`src/rtl/mvh_pkg.sv`:
```
// ----------------------------------------------------------------------------
// Magnetometer vane heading package
// Shared constants, types and the CORDIC arctangent table.
// ----------------------------------------------------------------------------
package mvh_pkg;

    localparam int AngleTableLen = 24;
    localparam int AngW          = 34;
    localparam int DatW          = 40;
    localparam int FullTenths    = 3600;

    localparam logic [2:0] ModeYxPos = 3'd0;
    localparam logic [2:0] ModeYxNeg = 3'd1;
    localparam logic [2:0] ModeYzPos = 3'd2;
    localparam logic [2:0] ModeYzNeg = 3'd3;
    localparam logic [2:0] ModeZxPos = 3'd4;
    localparam logic [2:0] ModeZxNeg = 3'd5;

    localparam logic [2:0] RegAxisMode   = 3'd0;
    localparam logic [2:0] RegOffsetX    = 3'd1;
    localparam logic [2:0] RegOffsetY    = 3'd2;
    localparam logic [2:0] RegOffsetZ    = 3'd3;
    localparam logic [2:0] RegNorth      = 3'd4;
    localparam logic [2:0] RegAxisScale  = 3'd5;
    localparam logic [2:0] RegCalEnable  = 3'd6;

    // Controller to datapath commands.
    typedef struct packed {
        logic load;
        logic iterate;
        logic finish;
        logic sector;
        logic [4:0] step;
    } mvh_cmd_t;

    // atan(2^-i) in tenths of a degree, 16 fraction bits.
    function automatic logic signed [AngW-1:0] atan_entry(input logic [4:0] i);
        logic signed [AngW-1:0] r;
        begin
            case (i)
                5'd0:  r = 34'sd29491200;
                5'd1:  r = 34'sd17409672;
                5'd2:  r = 34'sd9198793;
                5'd3:  r = 34'sd4669451;
                5'd4:  r = 34'sd2343786;
                5'd5:  r = 34'sd1173036;
                5'd6:  r = 34'sd586661;
                5'd7:  r = 34'sd293348;
                5'd8:  r = 34'sd146676;
                5'd9:  r = 34'sd73339;
                5'd10: r = 34'sd36669;
                5'd11: r = 34'sd18335;
                5'd12: r = 34'sd9167;
                5'd13: r = 34'sd4584;
                5'd14: r = 34'sd2292;
                5'd15: r = 34'sd1146;
                5'd16: r = 34'sd573;
                5'd17: r = 34'sd286;
                5'd18: r = 34'sd143;
                5'd19: r = 34'sd72;
                5'd20: r = 34'sd36;
                5'd21: r = 34'sd18;
                5'd22: r = 34'sd9;
                5'd23: r = 34'sd4;
                default: r = '0;
            endcase
            return r;
        end
    endfunction

endpackage

```
`src/rtl/mvh_datapath.sv`:
```
// ----------------------------------------------------------------------------
// Heading datapath
// Offset removal, axis selection, scaling, iterative CORDIC, heading wrap,
// sector and calibration extremes.
// ----------------------------------------------------------------------------
module mvh_datapath #(
    parameter int SAMPLE_BITS = 16
) (
    input  logic                     clk,
    input  logic                     rst_n,
    input  mvh_pkg::mvh_cmd_t        cmd,
    input  logic signed [15:0]       mag_x,
    input  logic signed [15:0]       mag_y,
    input  logic signed [15:0]       mag_z,
    input  logic [2:0]               axis_mode,
    input  logic signed [15:0]       offset_x,
    input  logic signed [15:0]       offset_y,
    input  logic signed [15:0]       offset_z,
    input  logic [11:0]              north_offset,
    input  logic signed [15:0]       axis_scale,
    input  logic                     cal_enable,
    output logic [11:0]              heading_tenths,
    output logic [2:0]               sector,
    output logic signed [15:0]       center_x,
    output logic signed [15:0]       center_y,
    output logic signed [15:0]       center_z
);
    localparam int DW = mvh_pkg::DatW;
    localparam int AW = mvh_pkg::AngW;

    logic signed [DW-1:0] x_reg, y_reg;
    logic signed [AW-1:0] z_reg;
    logic [11:0] head_reg;
    logic [2:0]  sect_reg;
    logic signed [15:0] max_x_reg, min_x_reg, max_y_reg, min_y_reg;
    logic signed [15:0] max_z_reg, min_z_reg;

    logic signed [15:0] sx, sy, sz;
    logic signed [16:0] dx, dy, dz, num_d, den_d;
    logic signed [33:0] num_p;
    logic signed [DW-1:0] xn, yn, xs, ys;
    logic signed [AW-1:0] zn;
    logic signed [AW-1:0] tenths;
    logic signed [14:0] total;
    logic [11:0] wrapped;
    logic [12:0] sec_sum;

    assign sx = 16'(signed'(mag_x[SAMPLE_BITS-1:0]));
    assign sy = 16'(signed'(mag_y[SAMPLE_BITS-1:0]));
    assign sz = 16'(signed'(mag_z[SAMPLE_BITS-1:0]));
    assign dx = 17'(sx) - 17'(offset_x);
    assign dy = 17'(sy) - 17'(offset_y);
    assign dz = 17'(sz) - 17'(offset_z);

    always_comb
    begin
        unique case (axis_mode)
            mvh_pkg::ModeYxNeg: begin num_d = -dy; den_d = dx; end
            mvh_pkg::ModeYzPos: begin num_d = dy;  den_d = dz; end
            mvh_pkg::ModeYzNeg: begin num_d = -dy; den_d = dz; end
            mvh_pkg::ModeZxPos: begin num_d = dz;  den_d = dx; end
            mvh_pkg::ModeZxNeg: begin num_d = -dz; den_d = dx; end
            default:            begin num_d = dy;  den_d = dx; end
        endcase
    end
    assign num_p = 34'(num_d) * 34'(axis_scale);

    // Shifts are arithmetic, which rounds toward minus infinity.
    assign xs = x_reg >>> cmd.step;
    assign ys = y_reg >>> cmd.step;

    // Final rounding to tenths and wrap into 0..3599 (the sum is below 3*3600).
    assign tenths = (z_reg + AW'(32768)) >>> 16;
    assign total  = 15'(tenths) + 15'(2 * mvh_pkg::FullTenths) - 15'(north_offset);

    always_comb
    begin
        if (total >= 15'(2 * mvh_pkg::FullTenths))
            wrapped = 12'(total - 15'(2 * mvh_pkg::FullTenths));
        else if (total >= 15'(mvh_pkg::FullTenths))
            wrapped = 12'(total - 15'(mvh_pkg::FullTenths));
        else
            wrapped = 12'(total);
    end
    assign sec_sum = 13'(head_reg) + 13'd225;

    always_ff @(posedge clk)
    begin
        if (cmd.load)
        begin
            // The quadrant pre-rotation keeps x non-negative for the iterations.
            if (den_d == 17'sd0 && num_d == 17'sd0)
            begin
                x_reg <= '0; y_reg <= '0; z_reg <= '0;
            end
            else if (den_d < 0 && num_p >= 0)
            begin
                x_reg <= DW'(num_p);
                y_reg <= -(DW'(den_d) <<< 8);
                z_reg <= AW'(58982400);
            end
            else if (den_d < 0)
            begin
                x_reg <= -DW'(num_p);
                y_reg <= DW'(den_d) <<< 8;
                z_reg <= -AW'(58982400);
            end
            else
            begin
                x_reg <= DW'(den_d) <<< 8;
                y_reg <= DW'(num_p);
                z_reg <= '0;
            end
        end
        else if (cmd.iterate)
        begin
            if (x_reg != 0 || y_reg != 0)
            begin
                x_reg <= xn;
                y_reg <= yn;
                z_reg <= zn;
            end
        end
        if (cmd.finish)
            head_reg <= wrapped;
        if (cmd.sector)
        begin
            if (sec_sum >= 13'd3600)      sect_reg <= 3'd0;
            else if (sec_sum >= 13'd3150) sect_reg <= 3'd7;
            else if (sec_sum >= 13'd2700) sect_reg <= 3'd6;
            else if (sec_sum >= 13'd2250) sect_reg <= 3'd5;
            else if (sec_sum >= 13'd1800) sect_reg <= 3'd4;
            else if (sec_sum >= 13'd1350) sect_reg <= 3'd3;
            else if (sec_sum >= 13'd900)  sect_reg <= 3'd2;
            else if (sec_sum >= 13'd450)  sect_reg <= 3'd1;
            else                          sect_reg <= 3'd0;
        end
    end

    always_comb
    begin
        if (y_reg > 0)
        begin
            xn = x_reg + ys;
            yn = y_reg - xs;
            zn = z_reg + mvh_pkg::atan_entry(cmd.step);
        end
        else
        begin
            xn = x_reg - ys;
            yn = y_reg + xs;
            zn = z_reg - mvh_pkg::atan_entry(cmd.step);
        end
    end

    always_ff @(posedge clk or negedge rst_n)
    begin
        if (!rst_n)
        begin
            max_x_reg <= -16'sd32768; min_x_reg <= 16'sd32767;
            max_y_reg <= -16'sd32768; min_y_reg <= 16'sd32767;
            max_z_reg <= -16'sd32768; min_z_reg <= 16'sd32767;
        end
        else if (cmd.load && cal_enable)
        begin
            if (sx > max_x_reg) max_x_reg <= sx;
            if (sx < min_x_reg) min_x_reg <= sx;
            if (sy > max_y_reg) max_y_reg <= sy;
            if (sy < min_y_reg) min_y_reg <= sy;
            if (sz > max_z_reg) max_z_reg <= sz;
            if (sz < min_z_reg) min_z_reg <= sz;
        end
    end

    function automatic logic signed [15:0] mid(input logic signed [15:0] a,
                                               input logic signed [15:0] b);
        logic signed [16:0] s;
        begin
            s = 17'(a) + 17'(b);
            if (s < 0)
                s = s + 17'sd1;
            return 16'(s >>> 1);
        end
    endfunction

    assign heading_tenths = head_reg;
    assign sector         = sect_reg;
    assign center_x       = mid(max_x_reg, min_x_reg);
    assign center_y       = mid(max_y_reg, min_y_reg);
    assign center_z       = mid(max_z_reg, min_z_reg);
endmodule

```
`config.mk`:
```
export PLATFORM = sky130hd
export DESIGN_NAME = mvh_datapath
export DESIGN_NICKNAME = d
export VERILOG_FILES = /design/src/rtl/mvh_pkg.sv /design/src/rtl/mvh_datapath.sv
export SDC_FILE = /design/constraint.sdc
export NUM_CORES = 2
export LEC_CHECK = 0
export BUFFER_PORTS_ARGS = -buffer_cell sky130_fd_sc_hd__buf_4
export CAP_MARGIN = 10
export CORE_MARGIN = 2
export CORE_UTILIZATION = 30
export DETAILED_ROUTE_END_ITERATION = 10
export GPL_TIMING_DRIVEN = 0
export PLACE_DENSITY = 0.45
export SLEW_MARGIN = 40
export SYNTH_ARGS = -nofsm -noshare
export SYNTH_HDL_FRONTEND = slang
export SYNTH_SLANG_ARGS = --single-unit
```
`constraint.sdc`:
```
create_clock -name clk -period 8.03 [get_ports clk]
set_input_delay 0 -clock clk [delete_from_list [all_inputs] [get_ports clk]]
set_output_delay 0 -clock clk [all_outputs]
set_load 0.05 [all_outputs]
```
==> qor.json <==
{
  "reg2reg_slack": {"value": -0.03, "unit": "ns"},
  "fill_cell_instance_count_of_the_final_layout": {"value": 15200},
  "ys_async_sr_fraction": {"value": 0.432},
  "worst_hold_path.num_cells": {"value": 4},
  "violations": {"value": "negative setup slack"},
  "synth_cell_types": {"value": 98},
  "grt_setup_unrepaired": {"value": "yes"},
  "dr_total_vias": {"value": 41200},
  "clock_sink_count": {"value": 222},
  "tritoncts": {"value": "yes"},
  "synth_ff_type": {"value": "sky130_fd_sc_hd__edfxtp_1"},
  "hold_path_end": {"value": "min_y_reg[15]"},
  "start_util": {"value": 0.303},
  "crit_arrival": {"value": 9.74, "unit": "ns"},
  "synth.yosys.warnings": {"value": 0},
  "critical_path.startpoint_type": {"value": "input port"},
  "layout-drive-gt1-share": {"value": 0.203},
  "worst_clock_skew": {"value": 0.0663, "unit": "ns"},
  "cp_max_fo": {"value": 8},
  "hold_violations": {"value": 0},
  "crit_path_top_delay_cell": {"value": "sky130_fd_sc_hd__fa_2"},
  "area.growth.synth_to_final": {"value": 22.0, "unit": "%"},
  "netlist_top_cells_count": {"value": "584 x sky130_fd_sc_hd__inv_1, 447 x sky130_fd_sc_hd__nand2_1, 433 x sky130_fd_sc_hd__ha_1"},
  "placeableCoreArea": {"value": 146000, "unit": "µm²"},
  "globalRoute.totalOverflow": {"value": 0},
  "ios": {"value": 202},
  "setup_total_negative_slack": {"value": -86.32, "unit": "ns"},
  "cts.root.buffer_cell": {"value": "sky130_fd_sc_hd__clkbuf_16"},
  "die_h": {"value": 388, "unit": "µm"},
  "ys_top_cells_by_area": {"value": "sky130_fd_sc_hd__fa_1 13%, sky130_fd_sc_hd__ha_1 12%, sky130_fd_sc_hd__edfxtp_1 8.6%, sky130_fd_sc_hd__mux4_2 6.1%, sky130_fd_sc_hd__xnor2_1 5.0%"},
  "tightestPinTransition": {"value": 1.01, "unit": "ns"},
  "critical_path.reg2reg.endpoint": {"value": "y_reg[38]"},
  "post_synthesis_area_per_instance": {"value": 8.52, "unit": "µm²"},
  "grt_pass1_wl": {"value": 259, "unit": "mm"},
  "postSynthRegisterBits": {"value": 222},
  "die_width": {"value": 388, "unit": "µm"},
  "synth_top_cell_area_share": {"value": 0.129},
  "postRouteAntennaNets": {"value": 0},
  "min-delay-start": {"value": "cal_enable"},
  "synth_fp_nets": {"value": 6050},
  "multi_input_area": {"value": 37400, "unit": "µm²"},
  "yosysMostFrequentCell": {"value": "sky130_fd_sc_hd__inv_1"},
  "max-cap-violations": {"value": 0},
  "endpoint_kind": {"value": "flip-flop"},
  "seqCellArea": {"value": 6250, "unit": "µm²"},
  "crit-reg2reg-launch": {"value": "y_reg[39]"},
  "synth-edff-count": {"value": 126},
  "period_utilization": {"value": 1.17},
  "synth_area": {"value": 44200, "unit": "µm²"},
  "worstSetupPathDepth": {"value": 41},
  "clock_network_latency_to_the_later_pin_of_the_worst_skew_pair": {"value": 0.65, "unit": "ns"},
  "critical_path_class": {"value": "in -> reg"},
  "avgRoutedWirePerCell": {"value": 23.0, "unit": "µm"},
  "hpwl": {"value": 139, "unit": "mm"},
  "clk_transition_reported_paths": {"value": 0.06, "unit": "ns"},
  "outcome": {"value": "finished with violations"},
  "nNetsFinal": {"value": 6472},
  "synthesis.instances": {"value": 5192},
  "initial_antenna_violation_count": {"value": 8},
  "slowest_delay": {"value": 0.57, "unit": "ns"},
  "setup_viol_count_final": {"value": 75},
  "dr.pass1.iters": {"value": 5},
  "rows": {"value": 140},
  "synth_seq_area_share": {"value": 0.141},
  "maximum_number_of_pins_on_one_net_before_global_route_repair": {"value": 97},
  "hold_path.class": {"value": "in -> reg"},
  "finalWirelength": {"value": 174, "unit": "mm"},
  "clock.fmax": {"value": 0.106, "unit": "GHz"},
  "yosys.area.top_type": {"value": "sky130_fd_sc_hd__fa_1"},
  "final_critical_path_setup_slack": {"value": -1.40, "unit": "ns"},
  "critical-path-top-cell-by-count": {"value": "sky130_fd_sc_hd__fa_1"},
  "drt-vias-per-instance": {"value": 5.45},
  "grt_pass1_vias": {"value": 40800},
  "fp.dieArea": {"value": 151000, "unit": "µm²"},
  "hold-worst-slack": {"value": 0.0507, "unit": "ns"},
  "cts_buffer_depth": {"value": 3},
  "crit_buf_inv": {"value": 10},
  "gp_congestion": {"value": 1.00},
  "r2r.worst_path.cells": {"value": 22},
  "layout_min_cycle_time": {"value": 9.43, "unit": "ns"},
  "htree_levels": {"value": 2},
  "timing.slew.headroom": {"value": 0.326},
  "drv_slew": {"value": 0},
  "buffer_ports.inserted": {"value": 196},
  "dr.first_iter.drc_count": {"value": 2871},
  "drc_errors": {"value": 0},
  "cts-buffers-inserted": {"value": 37},
  "gr-usage-all-layers": {"value": 0.224},
  "path_delay_family": {"value": "adder cells"},
  "required_time_reported_for_the_critical_path_endpoint": {"value": 8.34, "unit": "ns"}
}
logic make-up (layout without fill, tap and decap cells):
logic type,after synthesis,count (layout),share of synthesized area
mux,306,306,0.106
buf+inv,797,1246,0.0696
flops,222,222,0.141
fa+ha+maj,719,719,0.252
simple gates,1543,1543,0.174
compound gates,1179,1179,0.173
xor+xnor,426,426,0.0843
other cells,0,4,0
repair_timing:
action,in CTS,in global routing
hold endpoints to repair,212,16
resized for setup,261,195
pin swaps,102,136
endpoints found under the setup margin,77,82
buffers inserted,75,53
hold buffers,57,1
cloned,1,0
worst min-delay path, delay by kind of cell:
kind,cells,cell delay (ns)
compound gates,1,0.24
buf+inv,1,0.08
mux,1,0.21
simple gates,1,0.10
how the worst max path moves through the flow:
stage,start,end,slack [ns]
floorplan,mag_z[0],x_reg[6],-1.23
global placement,mag_z[0],x_reg[32],-4.32
finish,mag_z[0],x_reg[12],-1.40
global route,mag_z[0],x_reg[22],-1.64
detailed placement,mag_y[0],x_reg[32],-3.59
CTS,mag_z[0],x_reg[22],-1.36
stage by stage:
stage	std cells	area, µm²	utilization	worst slack (ns)
after global routing	7561	54000	0.369	-1.64
after CTS	7512	52700	0.360	-1.36
after global placement	7305	48500	0.332	-4.32
after floorplan	5192	44700	-	-1.23
after detailed placement	7314	48800	0.334	-3.59
final	7562	54000	0.370	-1.40
final cells by class:
class | count | share of cell area
multi-input combinational | 4173 | 0.693
sequential | 222 | 0.116
timing repair buffer | 390 | 0.0631
tap | 1917 | 0.0444
inverter | 590 | 0.0414
buffer | 200 | 0.0191
clock buffer | 45 | 0.0177
clock inverter | 21 | 0.00533
antenna | 4 | 0.000185
layer usage:
layer | GRT usage | wire, µm
met3 | 0.0337 | 9960
met1 | 0.300 | 77500
met4 | 0.0761 | 6330
met5 | 0 | 0
met2 | 0.366 | 80100
cell usage in the layout, fill, tap and decap left out, types with 46 or more instances in the layout:
cell                            instances
sky130_fd_sc_hd__dlygate4sd3_1         58
sky130_fd_sc_hd__inv_1                568
sky130_fd_sc_hd__dfstp_2               48
sky130_fd_sc_hd__nand3_1              102
sky130_fd_sc_hd__nor3_1                82
sky130_fd_sc_hd__and2_1               182
sky130_fd_sc_hd__nor2b_1               46
sky130_fd_sc_hd__clkbuf_1             111
sky130_fd_sc_hd__and3_1                54
sky130_fd_sc_hd__nor2_1               305
sky130_fd_sc_hd__mux2_2               118
sky130_fd_sc_hd__buf_4                289
sky130_fd_sc_hd__nand2_1              417
sky130_fd_sc_hd__mux2i_1               65
sky130_fd_sc_hd__o21ai_0              188
sky130_fd_sc_hd__dfrtp_1               48
sky130_fd_sc_hd__mux4_2               119
sky130_fd_sc_hd__ha_1                 409
sky130_fd_sc_hd__fa_1                 275
sky130_fd_sc_hd__a31oi_1               53
sky130_fd_sc_hd__xnor2_1              227
sky130_fd_sc_hd__edfxtp_1             126
sky130_fd_sc_hd__a21oi_1              289
sky130_fd_sc_hd__xor2_1               159
sky130_fd_sc_hd__a21o_1               139
sky130_fd_sc_hd__nand2b_1              55
Power is not shown: default switching activity piles up to over one toggle a cycle in this logic, so the estimate is an artifact.
