--- src/rtl/mvh_pkg.sv ---
// ----------------------------------------------------------------------------
// Magnetometer vane heading package
// Shared constants, types and the CORDIC arctangent table.
// ----------------------------------------------------------------------------
package mvh_pkg;

    localparam int AngleTableLen = 24;
    localparam int AngW          = 34;
    localparam int DatW          = 40;
    localparam int FullTenths    = 3600;

    localparam logic [2:0] ModeYxPos = 3'd0;
    localparam logic [2:0] ModeYxNeg = 3'd1;
    localparam logic [2:0] ModeYzPos = 3'd2;
    localparam logic [2:0] ModeYzNeg = 3'd3;
    localparam logic [2:0] ModeZxPos = 3'd4;
    localparam logic [2:0] ModeZxNeg = 3'd5;

    localparam logic [2:0] RegAxisMode   = 3'd0;
    localparam logic [2:0] RegOffsetX    = 3'd1;
    localparam logic [2:0] RegOffsetY    = 3'd2;
    localparam logic [2:0] RegOffsetZ    = 3'd3;
    localparam logic [2:0] RegNorth      = 3'd4;
    localparam logic [2:0] RegAxisScale  = 3'd5;
    localparam logic [2:0] RegCalEnable  = 3'd6;

    // Controller to datapath commands.
    typedef struct packed {
        logic load;
        logic iterate;
        logic finish;
        logic sector;
        logic [4:0] step;
    } mvh_cmd_t;

    // atan(2^-i) in tenths of a degree, 16 fraction bits.
    function automatic logic signed [AngW-1:0] atan_entry(input logic [4:0] i);
        logic signed [AngW-1:0] r;
        begin
            case (i)
                5'd0:  r = 34'sd29491200;
                5'd1:  r = 34'sd17409672;
                5'd2:  r = 34'sd9198793;
                5'd3:  r = 34'sd4669451;
                5'd4:  r = 34'sd2343786;
                5'd5:  r = 34'sd1173036;
                5'd6:  r = 34'sd586661;
                5'd7:  r = 34'sd293348;
                5'd8:  r = 34'sd146676;
                5'd9:  r = 34'sd73339;
                5'd10: r = 34'sd36669;
                5'd11: r = 34'sd18335;
                5'd12: r = 34'sd9167;
                5'd13: r = 34'sd4584;
                5'd14: r = 34'sd2292;
                5'd15: r = 34'sd1146;
                5'd16: r = 34'sd573;
                5'd17: r = 34'sd286;
                5'd18: r = 34'sd143;
                5'd19: r = 34'sd72;
                5'd20: r = 34'sd36;
                5'd21: r = 34'sd18;
                5'd22: r = 34'sd9;
                5'd23: r = 34'sd4;
                default: r = '0;
            endcase
            return r;
        end
    endfunction

endpackage

--- src/rtl/mvh_ctrl.sv ---
// ----------------------------------------------------------------------------
// Heading controller
// Sequences load, CORDIC iterations, finishing steps and result hand-off.
// ----------------------------------------------------------------------------
module mvh_ctrl #(
    parameter int CORDIC_STEPS = 16
) (
    input  logic              clk,
    input  logic              rst_n,
    input  logic              in_valid,
    output logic              in_ready,
    output logic              out_valid,
    input  logic              out_ready,
    output mvh_pkg::mvh_cmd_t cmd
);
    localparam logic [2:0] StIdle   = 3'd0;
    localparam logic [2:0] StIter   = 3'd1;
    localparam logic [2:0] StFinish = 3'd2;
    localparam logic [2:0] StSector = 3'd3;
    localparam logic [2:0] StOut    = 3'd4;

    logic [2:0] state_reg, state_next;
    logic [4:0] step_reg, step_next;

    assign in_ready  = (state_reg == StIdle);
    assign out_valid = (state_reg == StOut);

    always_comb
    begin
        state_next = state_reg;
        step_next  = step_reg;
        cmd        = '0;
        cmd.step   = step_reg;
        unique case (state_reg)
            StIdle:
            begin
                if (in_valid)
                begin
                    cmd.load   = 1'b1;
                    step_next  = '0;
                    state_next = StIter;
                end
            end
            StIter:
            begin
                cmd.iterate = 1'b1;
                step_next   = step_reg + 5'd1;
                if (step_reg == 5'(CORDIC_STEPS - 1))
                    state_next = StFinish;
            end
            StFinish:
            begin
                cmd.finish = 1'b1;
                state_next = StSector;
            end
            StSector:
            begin
                cmd.sector = 1'b1;
                state_next = StOut;
            end
            StOut:
            begin
                if (out_ready)
                    state_next = StIdle;
            end
            default: state_next = StIdle;
        endcase
    end

    always_ff @(posedge clk or negedge rst_n)
    begin
        if (!rst_n)
        begin
            state_reg <= StIdle;
            step_reg  <= '0;
        end
        else
        begin
            state_reg <= state_next;
            step_reg  <= step_next;
        end
    end
endmodule

--- config.mk ---
export PLATFORM = sky130hd
export DESIGN_NAME = mvh_ctrl
export DESIGN_NICKNAME = d
export VERILOG_FILES = /design/src/rtl/mvh_pkg.sv /design/src/rtl/mvh_ctrl.sv
export SDC_FILE = /design/constraint.sdc
export NUM_CORES = 1
export LEC_CHECK = 0
export BUFFER_PORTS_ARGS = -buffer_cell sky130_fd_sc_hd__clkbuf_2
export CORE_AREA = 3 3 40 42
export DETAILED_ROUTE_END_ITERATION = 16
export DIE_AREA = 0 0 43 45
export PLACE_DENSITY = 0.69
export REMOVE_ABC_BUFFERS = 1
export SKIP_CTS_REPAIR_TIMING = 1
export SLEW_MARGIN = 20
export SYNTH_ARGS = -nofsm -noshare
export SYNTH_HDL_FRONTEND = slang
export SYNTH_SLANG_ARGS = --single-unit
--- constraint.sdc ---
create_clock -name clk -period 1.3 [get_ports clk]
set_input_delay 0.26 -clock clk [delete_from_list [all_inputs] [get_ports clk]]
set_output_delay 0.26 -clock clk [all_outputs]
set_load 0.05 [all_outputs]
==> qor.yml, run 1 <==
finish:
  diodes: 0
  final_util_pct: 62.2
  drive_gt1_share_pct: 63.0
  largest_reg_flops: 5
  fillers: 118
  fin_nets: 81
  area_delta_synth_final_pct: 77.0
sta:
  worst_pin_slew_ps: 278
  min_period_ps: 1530
  setup-violations-final: 9
  final.setup.tns_ps: -1430
  rsz0062_at_grt: "yes"
  slew_headroom_pct: 81.5
  fin_ws_ps: -227
  maxSlewViolCount: 0
  fin_crit_sh_pct: 117
  fmax_mhz: 655
  hold_violations: 0
  skew_ps: 7.26
global_routing:
  grt_pass1_wl_mm: 1.81
  grt_max_degree: 12
  grt_usage_pct: 12.8
  grt_pass1_vias: 412
  grt_overflow: 0
  antenna_found_initial: 0
power:
  p_leak_nw: 0.396
  ir_drop_mv: 1.54
  power_density_mw_per_mm2: 2350
floorplan:
  die_h_um: 45
  core_mm2: 0.00128
  die-area_mm2: 0.00194
  rows: 13
  start_util_pct: 35.2
  die_x_um: 43
  ios: 15
clock_tree:
  cts_buffers: 3
  htree_levels: 1
  cts_buffer_depth: 2
  cts_tree: "done"
  cts_sinks: 8
  cts-root-buf: "clkbuf_4"
  clk_pin_slew_ps: 60
  clk_latency_ps: 260
route:
  ant_nets: 0
  num_vias: 438
  drt_pass1_iterations: 4
  drc: 0
  viasPerCell: 4.98
  routed_wl_mm: 1.27
  drtIter0Drc: 7
  wire_per_inst_um: 14.4
place:
  io_buffers: 14
  globalplace.congestion: 0.754
job:
  cap_violations: 0
status:
  failed_checks: "setup timing"
  status: "complete, but fails checks"
synth:
  synth_top_area_share_pct: 44.3
  seq_area_frac_synth_pct: 44.3
  ys_warn_count: 0
  ys_types: 26
  synth_top_area_cell: "dfrtp_1"
  synth_seq_cells: 8
  synth_cells: 43
  ys_top_cells_by_area: "dfrtp_1, a22o_1, ha_1"
  synth_area_um2: 452
  avgSynthCellArea_um2: 10.5
critical_path:
  cp_data_required_time_ps: 1040
  crit_family: "flip-flops"
  cp.arrival_ps: 1270
  critical_path_class: "flop to output port"
  cp_num_buf_inv: 2
  end_kind: "output port"
  cpMaxStageDelayCell: "dfrtp_1"
  path_max_fanout: 4
  cp_cell_sequence: "buf_6 > nor3_4 > and2_4 > buf_8"
  worstSetupStartpointType: "flop"
  cpPeakStageDelay_ps: 390
min_path:
  min_path_type: "primary input to flop"
[through the flow]
stage	hold slack (ps)	cell area, um2	power [mW]	setup WS (ps)	std cells
2_1_floorplan	-35.6	430	1.06	-1120	40
3_3_place_gp	117	602	1.40	-187	80
5_1_grt	264	800	1.99	-297	88
4_1_cts	-161	624	1.62	-413	83
6_report	260	800	1.88	-227	88
3_5_place_dp	117	602	1.41	-197	80
[layout make-up]
class	instances	area, um2	share of cell area, %
Tap cell	15	18.8	2.35
Timing Repair Buffer	30	269	33.6
Clock buffer	3	22.5	2.82
Sequential cell	8	200	25.0
Inverter	4	17.5	2.19
Multi-Input combinational cell	28	272	34.0
[cells by family after synthesis]
| kind of cell | after synthesis | share of synthesized area (%) |
|---|---|---|
| and+or+nand+nor | 14 | 21.6 |
| DFF | 8 | 44.3 |
| buffers and inverters | 7 | 8.03 |
| muxes | 2 | 4.99 |
| adders and majority gates | 2 | 5.54 |
| AOI/OAI and AO/OA | 10 | 15.5 |
[layer usage]
metal	part of all wire, %	GRT usage (%)	wire (um)	vias to the layer above
met3	7.3	6.77	92	0
met2	52	19.5	661	15
met5	0	0	0	-
met4	0	1.81	0	0
li1	-	-	-	212
met1	40	16.6	513	211
[layout by cell type, fill, tap and decap left out]
cell type / synthesis / layout
nor3_4: 0 / 1
and3_4: 0 / 1
or3b_4: 0 / 1
o21ai_1: 1 / 2
clkbuf_4: 0 / 4
a21o_1: 1 / 1
nand3b_1: 1 / 1
clkbuf_2: 0 / 5
o21bai_1: 1 / 1
a21oi_1: 2 / 1
nand3_1: 1 / 1
and3b_2: 1 / 1
buf_8: 0 / 5
nor3b_2: 0 / 2
o2bb2ai_1: 1 / 1
a22o_1: 3 / 3
dlygate4sd3_1: 0 / 1
dfrtp_1: 8 / 8
ha_2: 0 / 1
buf_4: 0 / 12
inv_4: 0 / 1
mux2_4: 0 / 1
or3b_1: 1 / 1
nor2_2: 0 / 1
and2_4: 0 / 1
buf_6: 1 / 5
inv_1: 3 / 3
or4b_1: 1 / 1
mux2_2: 2 / 1
ha_4: 0 / 1
a21oi_2: 0 / 1
nand2b_1: 1 / 1
nor3_1: 2 / 1
buf_2: 2 / 1
[power breakdown]
group | switching (mW) | total, mW | leakage (nW) | internal (mW)
logic | 0.703 | 1.29 | 0.281 | 0.583
clock network | 0.0840 | 0.190 | 0.0138 | 0.106
registers | 0.0632 | 0.403 | 0.101 | 0.340
total | 0.851 | 1.88 | 0.396 | 1.03
[synthesized netlist by cell type (all sizes together)]
cell / instances
dfrtp: 8
inv: 4
a22o: 3
buf: 3
a21oi: 2
ha: 2
mux2: 2
nor3: 2
nor3b: 2
o21ai: 2
or3b: 2
a21o: 1
and2: 1
and3: 1
and3b: 1
nand2b: 1
nand3: 1
nand3b: 1
nor2: 1
o21bai: 1
o2bb2ai: 1
or4b: 1
[worst reg2reg max path, delay by kind of cell (launching register included)]
kind | cells | cell delay (ps)
AOI/OAI and AO/OA | 1 | 160
DFF | 1 | 380
and+or+nand+nor | 2 | 530
adders and majority gates | 2 | 350
[final timing paths]
path / start / to / slack [ps] / depth (start not counted)
setup / recovery: state_reg[0]$_DFFE_PN0P_ / cmd[8] / -230 / 4
hold / removal: out_ready / state_reg[2]$_DFFE_PN0P_ / 260 / 3
setup reg to reg: step_reg[1]$_DFFE_PN0P_ / state_reg[0]$_DFFE_PN0P_ / -190 / 5
hold reg to reg: step_reg[4]$_DFFE_PN0P_ / step_reg[4]$_DFFE_PN0P_ / 540 / 1
max in group asynchronous: rst_n / step_reg[0]$_DFFE_PN0P_ / 720 / 2
min in group asynchronous: rst_n / state_reg[2]$_DFFE_PN0P_ / 390 / 2
Power figures use the tool's default switching activity.
==> run 2: changes to the inputs <==
--- a/config.mk
+++ b/config.mk
@@ -6,9 +6,9 @@
 export NUM_CORES = 1
 export LEC_CHECK = 0
 export BUFFER_PORTS_ARGS = -buffer_cell sky130_fd_sc_hd__clkbuf_2
-export CORE_AREA = 3 3 40 42
+export CORE_AREA = 2 2 39 41
 export DETAILED_ROUTE_END_ITERATION = 16
-export DIE_AREA = 0 0 43 45
+export DIE_AREA = 0 0 41 43
 export PLACE_DENSITY = 0.69
 export REMOVE_ABC_BUFFERS = 1
 export SKIP_CTS_REPAIR_TIMING = 1
==> qor.yml, run 2 (synthesis gave the netlist of run 1 again) <==
clock_tree:
  clk_latency_ps: 250  # was 260 ps
  cts_buffers: 3  # unchanged
  htree_levels: 1  # unchanged
  cts_sinks: 8  # unchanged
  cts_tree: "done"  # unchanged
  clk_pin_slew_ps: 50  # was 60 ps
  cts-root-buf: "clkbuf_4"  # unchanged
  cts_buffer_depth: 2  # unchanged
route:
  viasPerCell: 5.07  # was 4.98
  num_vias: 441  # was 438
  routed_wl_mm: 1.15  # was 1.27 mm
  drc: 0  # unchanged
  wire_per_inst_um: 13.2  # was 14.4 um
  drtIter0Drc: 10  # was 7
  drt_pass1_iterations: 4  # unchanged
  ant_nets: 0  # unchanged
finish:
  fin_nets: 79  # was 81
  final_common_cell: "buf_4"  # unchanged
  fillers: 132  # was 118
  diodes: 0  # unchanged
  final_util_pct: 54.6  # was 62.2%
  mostFrequentLayoutCells: "buf_4, dfrtp_1, buf_6"  # was buf_4, dfrtp_1, clkbuf_2, buf_6, buf_8
  drive_gt1_share_pct: 59.2  # was 63.0%
  area_delta_synth_final_pct: 67.3  # was 77.0%
  final_cell_area_um2: 756  # was 800 um2
  largest_reg_flops: 5  # unchanged
critical_path:
  worstSetupStartpointType: "flop"  # unchanged
  reg2reg_from: "step_reg[0]$_DFFE_PN0P_"  # was step_reg[1]$_DFFE_PN0P_
  rr_worst_depth: 5  # unchanged
  cp.arrival_ps: 1280  # was 1270 ps
  end_kind: "output port"  # unchanged
  cp_data_required_time_ps: 1040  # about the same
  rr_endpoint: "state_reg[0]$_DFFE_PN0P_"  # unchanged
  path_max_fanout: 7  # was 4
  critical_path_class: "flop to output port"  # unchanged
  regToRegSetupSlack_ps: -150  # was -190 ps
place:
  io_buffers: 14  # unchanged
  globalplace.congestion: 0.708  # was 0.754
  place_area_um2: 603  # was 602 um2
  post-dp-hpwl_um: 753
global_routing:
  grt_overflow: 0  # unchanged
  met3_usage_pct: 3.14  # was 6.77%
  grt_pass1_vias: 396  # was 412
  use_met2_pct: 21.9  # was 19.5%
  grt_usage_pct: 14.5  # was 12.8%
  antenna_found_initial: 0  # unchanged
  use_met1_pct: 16.3  # was 16.6%
  grt_max_degree: 12  # unchanged
  top_usage_layer: "met2"  # unchanged
  grt_pass1_wl_mm: 1.62  # was 1.81 mm
power:
  power_density_mw_per_mm2: 2340  # was 2350 mW/mm2
  pwr-share-clk_pct: 10.6  # was 10.1%
  p_leak_nw: 0.376  # was 0.396 nW
  internal_power_uw: 951  # was 1.03 mW
  power.total_mw: 1.77  # was 1.88 mW
  pwr-share-seq_pct: 22.8  # was 21.4%
  power.switching_uw: 816  # was 851 uW
  ir_drop_mv: 1.41  # was 1.54 mV
  swShare_pct: 46.2  # was 45.3%
  combPwrFrac_pct: 66.5  # was 68.5%
floorplan:
  die_x_um: 41  # was 43 um
  core_mm2: 0.00138  # was 0.00128 mm2
  start_util_pct: 32.6  # was 35.2%
  ios: 15  # unchanged
  die-area_mm2: 0.00176  # was 0.00194 mm2
  die_h_um: 43  # was 45 um
  rows: 14  # was 13
min_path:
  whs_endpoint: "state_reg[2]$_DFFE_PN0P_"  # unchanged
  worstHoldStart: "out_ready"  # unchanged
  holdPathStages: 3  # unchanged
  min_path_type: "primary input to flop"  # unchanged
sta:
  rsz0062_at_grt: "yes"  # unchanged
  setup-violations-final: 8  # was 9
  worst_pin_slew_ps: 276  # was 278 ps
  holdWs_ps: 276  # was 260 ps
  fin_crit_sh_pct: 118  # was 117%
  fmax_mhz: 651  # was 655 MHz
  maxSlewViolCount: 0  # unchanged
  min_period_ps: 1540  # was 1530 ps
  fin_ws_ps: -235  # was -227 ps
  skew_ps: 1.21  # was 7.26 ps
  final.setup.tns_ps: -1430  # about the same
  slew_headroom_pct: 81.7  # was 81.5%
  hold_violations: 0  # unchanged
job:
  cap_violations: 0  # unchanged
status:
  status: "complete, but fails checks"  # unchanged
  failed_checks: "setup timing"  # unchanged
run 2: final cells by class:
type	instances	area, um2	share of cell area [%]
Clock buffer	3	22.5	2.98
Inverter	4	15.0	1.99
Multi-Input combinational cell	28	260	34.4
Sequential cell	8	200	26.5
Tap cell	16	20.0	2.65
Timing Repair Buffer	28	238	31.5
run 2: how the worst max path moves through the flow:
stage                             start                       end  slack [ps]  cells past startpoint
6_report       state_reg[2]$_DFFE_PN0P_                    cmd[8]        -240                      4
3_3_place_gp   state_reg[1]$_DFFE_PN0P_                    cmd[7]        -150                      3
4_1_cts        state_reg[1]$_DFFE_PN0P_                    cmd[7]        -430                      3
5_1_grt        state_reg[0]$_DFFE_PN0P_                    cmd[6]        -300                      3
2_1_floorplan  state_reg[1]$_DFFE_PN0P_                    cmd[8]       -1120                      2
3_5_place_dp    step_reg[0]$_DFFE_PN0P_  state_reg[0]$_DFFE_PN0P_        -180                      5
run 2: stage by stage:
step | worst slack [ps] | instances
floorplan | -1120 | 40
global route | -304 | 87
CTS | -427 | 84
detailed placement | -177 | 81
global placement | -152 | 81
finish | -235 | 87
run 2: power by group through the flow:
stage	clock [mW]	sequential (mW)	combinational, mW
after detailed placement	0	0.395	1.02
after floorplan	0	0.686	0.375
after global placement	0	0.391	1.00
after global routing	0.217	0.414	1.27
final	0.188	0.403	1.18
after CTS	0.197	0.391	1.02
run 2: metal layers:
metal	routed length, um	vias up
met2	616	17
met1	437	206
met3	62	5
met5	0	-
met4	35	0
li1	-	213
run 2: critical path: stages (launching register included):
cell and delay, ps:
dfrtp_1 390, buf_6 140, nor3_4 180, and2_4 170
buf_8 140
==> run 3: changes to the inputs <==
--- a/config.mk
+++ b/config.mk
@@ -9,7 +9,7 @@
 export CORE_AREA = 2 2 39 41
 export DETAILED_ROUTE_END_ITERATION = 16
 export DIE_AREA = 0 0 41 43
-export PLACE_DENSITY = 0.69
+export PLACE_DENSITY = 0.59
 export REMOVE_ABC_BUFFERS = 1
 export SKIP_CTS_REPAIR_TIMING = 1
 export SLEW_MARGIN = 20
==> qor.yml, run 3 (synthesis gave the netlist of run 1 again) <==
floorplan:
  core_mm2: 0.00138  # unchanged
  start_util_pct: 32.6  # unchanged
  die_h_um: 43  # unchanged
  die_x_um: 41  # unchanged
  die-area_mm2: 0.00176  # unchanged
  ios: 15  # unchanged
  rows: 14  # unchanged
min_path:
  worstHoldStart: "out_ready"  # unchanged
  min_path_type: "primary input to flop"  # unchanged
global_routing:
  antenna_found_initial: 0  # unchanged
  grt_pass1_wl_mm: 1.59  # was 1.62 mm
  grt_overflow: 0  # unchanged
  grt_usage_pct: 14.2  # was 14.5%
  grt_max_degree: 10  # was 12
  grt_pass1_vias: 358  # was 396
place:
  io_buffers: 14  # unchanged
  place_area_um2: 618  # was 603 um2
  place_inst: 81  # unchanged
  post-dp-hpwl_um: 783  # was 753 um
  globalplace.congestion: 0.724  # was 0.708
route:
  ant_nets: 0  # unchanged
  routed_wl_mm: 1.15  # about the same
  wire_per_inst_um: 13.3  # was 13.2 um
  drtIter0Drc: 6  # was 10
  drc: 0  # unchanged
  num_vias: 433  # was 441
  viasPerCell: 4.98  # was 5.07
  drt_pass1_iterations: 4  # unchanged
critical_path:
  regToRegSetupSlack_ps: -130  # was -150 ps
  cp_cell_sequence: "buf_6 > nor3_4 > and2_4 > buf_8"  # unchanged
  worstSetupStartpointType: "flop"  # unchanged
  path_max_fanout: 6  # was 7
  cpPeakStageDelay_ps: 400  # was 390 ps
  end_kind: "output port"  # unchanged
  cpMaxStageDelayCell: "dfrtp_1"  # unchanged
  cp_num_buf_inv: 2  # unchanged
  cp_data_required_time_ps: 1040  # about the same
  crit_family: "flip-flops"  # unchanged
  critical_path_class: "flop to output port"  # unchanged
  reg2reg_from: "step_reg[0]$_DFFE_PN0P_"  # unchanged
  crit_start: "state_reg[2]$_DFFE_PN0P_"  # unchanged
  cp.arrival_ps: 1290  # was 1280 ps
power:
  p_leak_nw: 0.379  # was 0.376 nW
  pwr-share-seq_pct: 22.0  # was 22.8%
  power.switching_uw: 829  # was 816 uW
  internal_power_uw: 949  # was 951 uW
  ir_drop_mv: 1.20  # was 1.41 mV
  power.total_mw: 1.78  # was 1.77 mW
  pwr-share-clk_pct: 11.1  # was 10.6%
  swShare_pct: 46.6  # was 46.2%
  combPwrFrac_pct: 66.9  # was 66.5%
  power_density_mw_per_mm2: 2310  # was 2340 mW/mm2
clock_tree:
  cts_sinks: 8  # unchanged
  htree_levels: 1  # unchanged
  cts-root-buf: "clkbuf_4"  # unchanged
  cts_buffers: 3  # unchanged
  cts_buffer_depth: 2  # unchanged
  clk_pin_slew_ps: 60  # was 50 ps
  clk_latency_ps: 260  # was 250 ps
  cts_tree: "done"  # unchanged
finish:
  final_cell_area_um2: 769  # was 756 um2
  drive_gt1_share_pct: 63.4  # was 59.2%
  fin_nets: 79  # unchanged
  final_util_pct: 55.6  # was 54.6%
  mostFrequentLayoutCells: "buf_4, dfrtp_1, clkbuf_2"  # was buf_4, dfrtp_1, buf_6
  area_delta_synth_final_pct: 70.4  # was 67.3%
  final_common_cell: "buf_4"  # unchanged
  diodes: 0  # unchanged
  finalNonFillerCells: 87  # unchanged
  largest_reg_flops: 5  # unchanged
sta:
  final.setup.tns_ps: -1500  # was -1430 ps
  hold_violations: 0  # unchanged
  min_period_ps: 1550  # was 1540 ps
  fin_crit_sh_pct: 119  # was 118%
  setup-violations-final: 8  # unchanged
  skew_ps: 1.45  # was 1.21 ps
  fin_ws_ps: -247  # was -235 ps
  slew_headroom_pct: 81.5  # was 81.7%
  worst_pin_slew_ps: 278  # was 276 ps
  rsz0062_at_grt: "yes"  # unchanged
  fmax_mhz: 646  # was 651 MHz
  maxSlewViolCount: 0  # unchanged
job:
  cap_violations: 0  # unchanged
status:
  status: "complete, but fails checks"  # unchanged
  failed_checks: "setup timing"  # unchanged
## run 3: cell type report
type | count | area (um2)
Fill cell | 122 | 614
Timing Repair Buffer | 28 | 238
Inverter | 4 | 17.5
Multi-Input combinational cell | 28 | 272
Clock buffer | 3 | 22.5
Sequential cell | 8 | 200
Tap cell | 16 | 20.0
## run 3: worst paths after layout
check	depth (start not counted)	endpoint
worst max-delay path	4	cmd[8]
worst min-delay path	3	state_reg[2]$_DFFE_PN0P_
worst max register to register	5	state_reg[0]$_DFFE_PN0P_
worst min register to register	1	step_reg[4]$_DFFE_PN0P_
max in group asynchronous	2	state_reg[2]$_DFFE_PN0P_
min in group asynchronous	2	step_reg[4]$_DFFE_PN0P_
## run 3: stage by stage
step / setup WS (ps) / hold WS (ps)
floorplan: -1120 / -35.6
global placement: -226 / 122
detailed placement: -210 / 124
CTS: -440 / -158
global route: -317 / 262
finish: -247 / 253
## run 3: layer usage
metal,global-route usage [%],share of wire (%),vias up
met3,9.42,5.6,0
met2,18.8,53,14
met4,4.00,0,0
met5,0,0,-
li1,-,-,209
met1,18.6,42,210
## run 3: worst min-delay path: stages
cell	delay, ps
clkbuf_2	80
inv_1	40
a21o_1	100
## run 3: power groups by stage
stage / clock [mW] / sequential (mW) / combinational, mW
finish: 0.198 / 0.391 / 1.19
global route: 0.220 / 0.404 / 1.27
CTS: 0.206 / 0.389 / 1.04
detailed placement: 0 / 0.394 / 1.04
global placement: 0 / 0.391 / 1.03
floorplan: 0 / 0.686 / 0.375
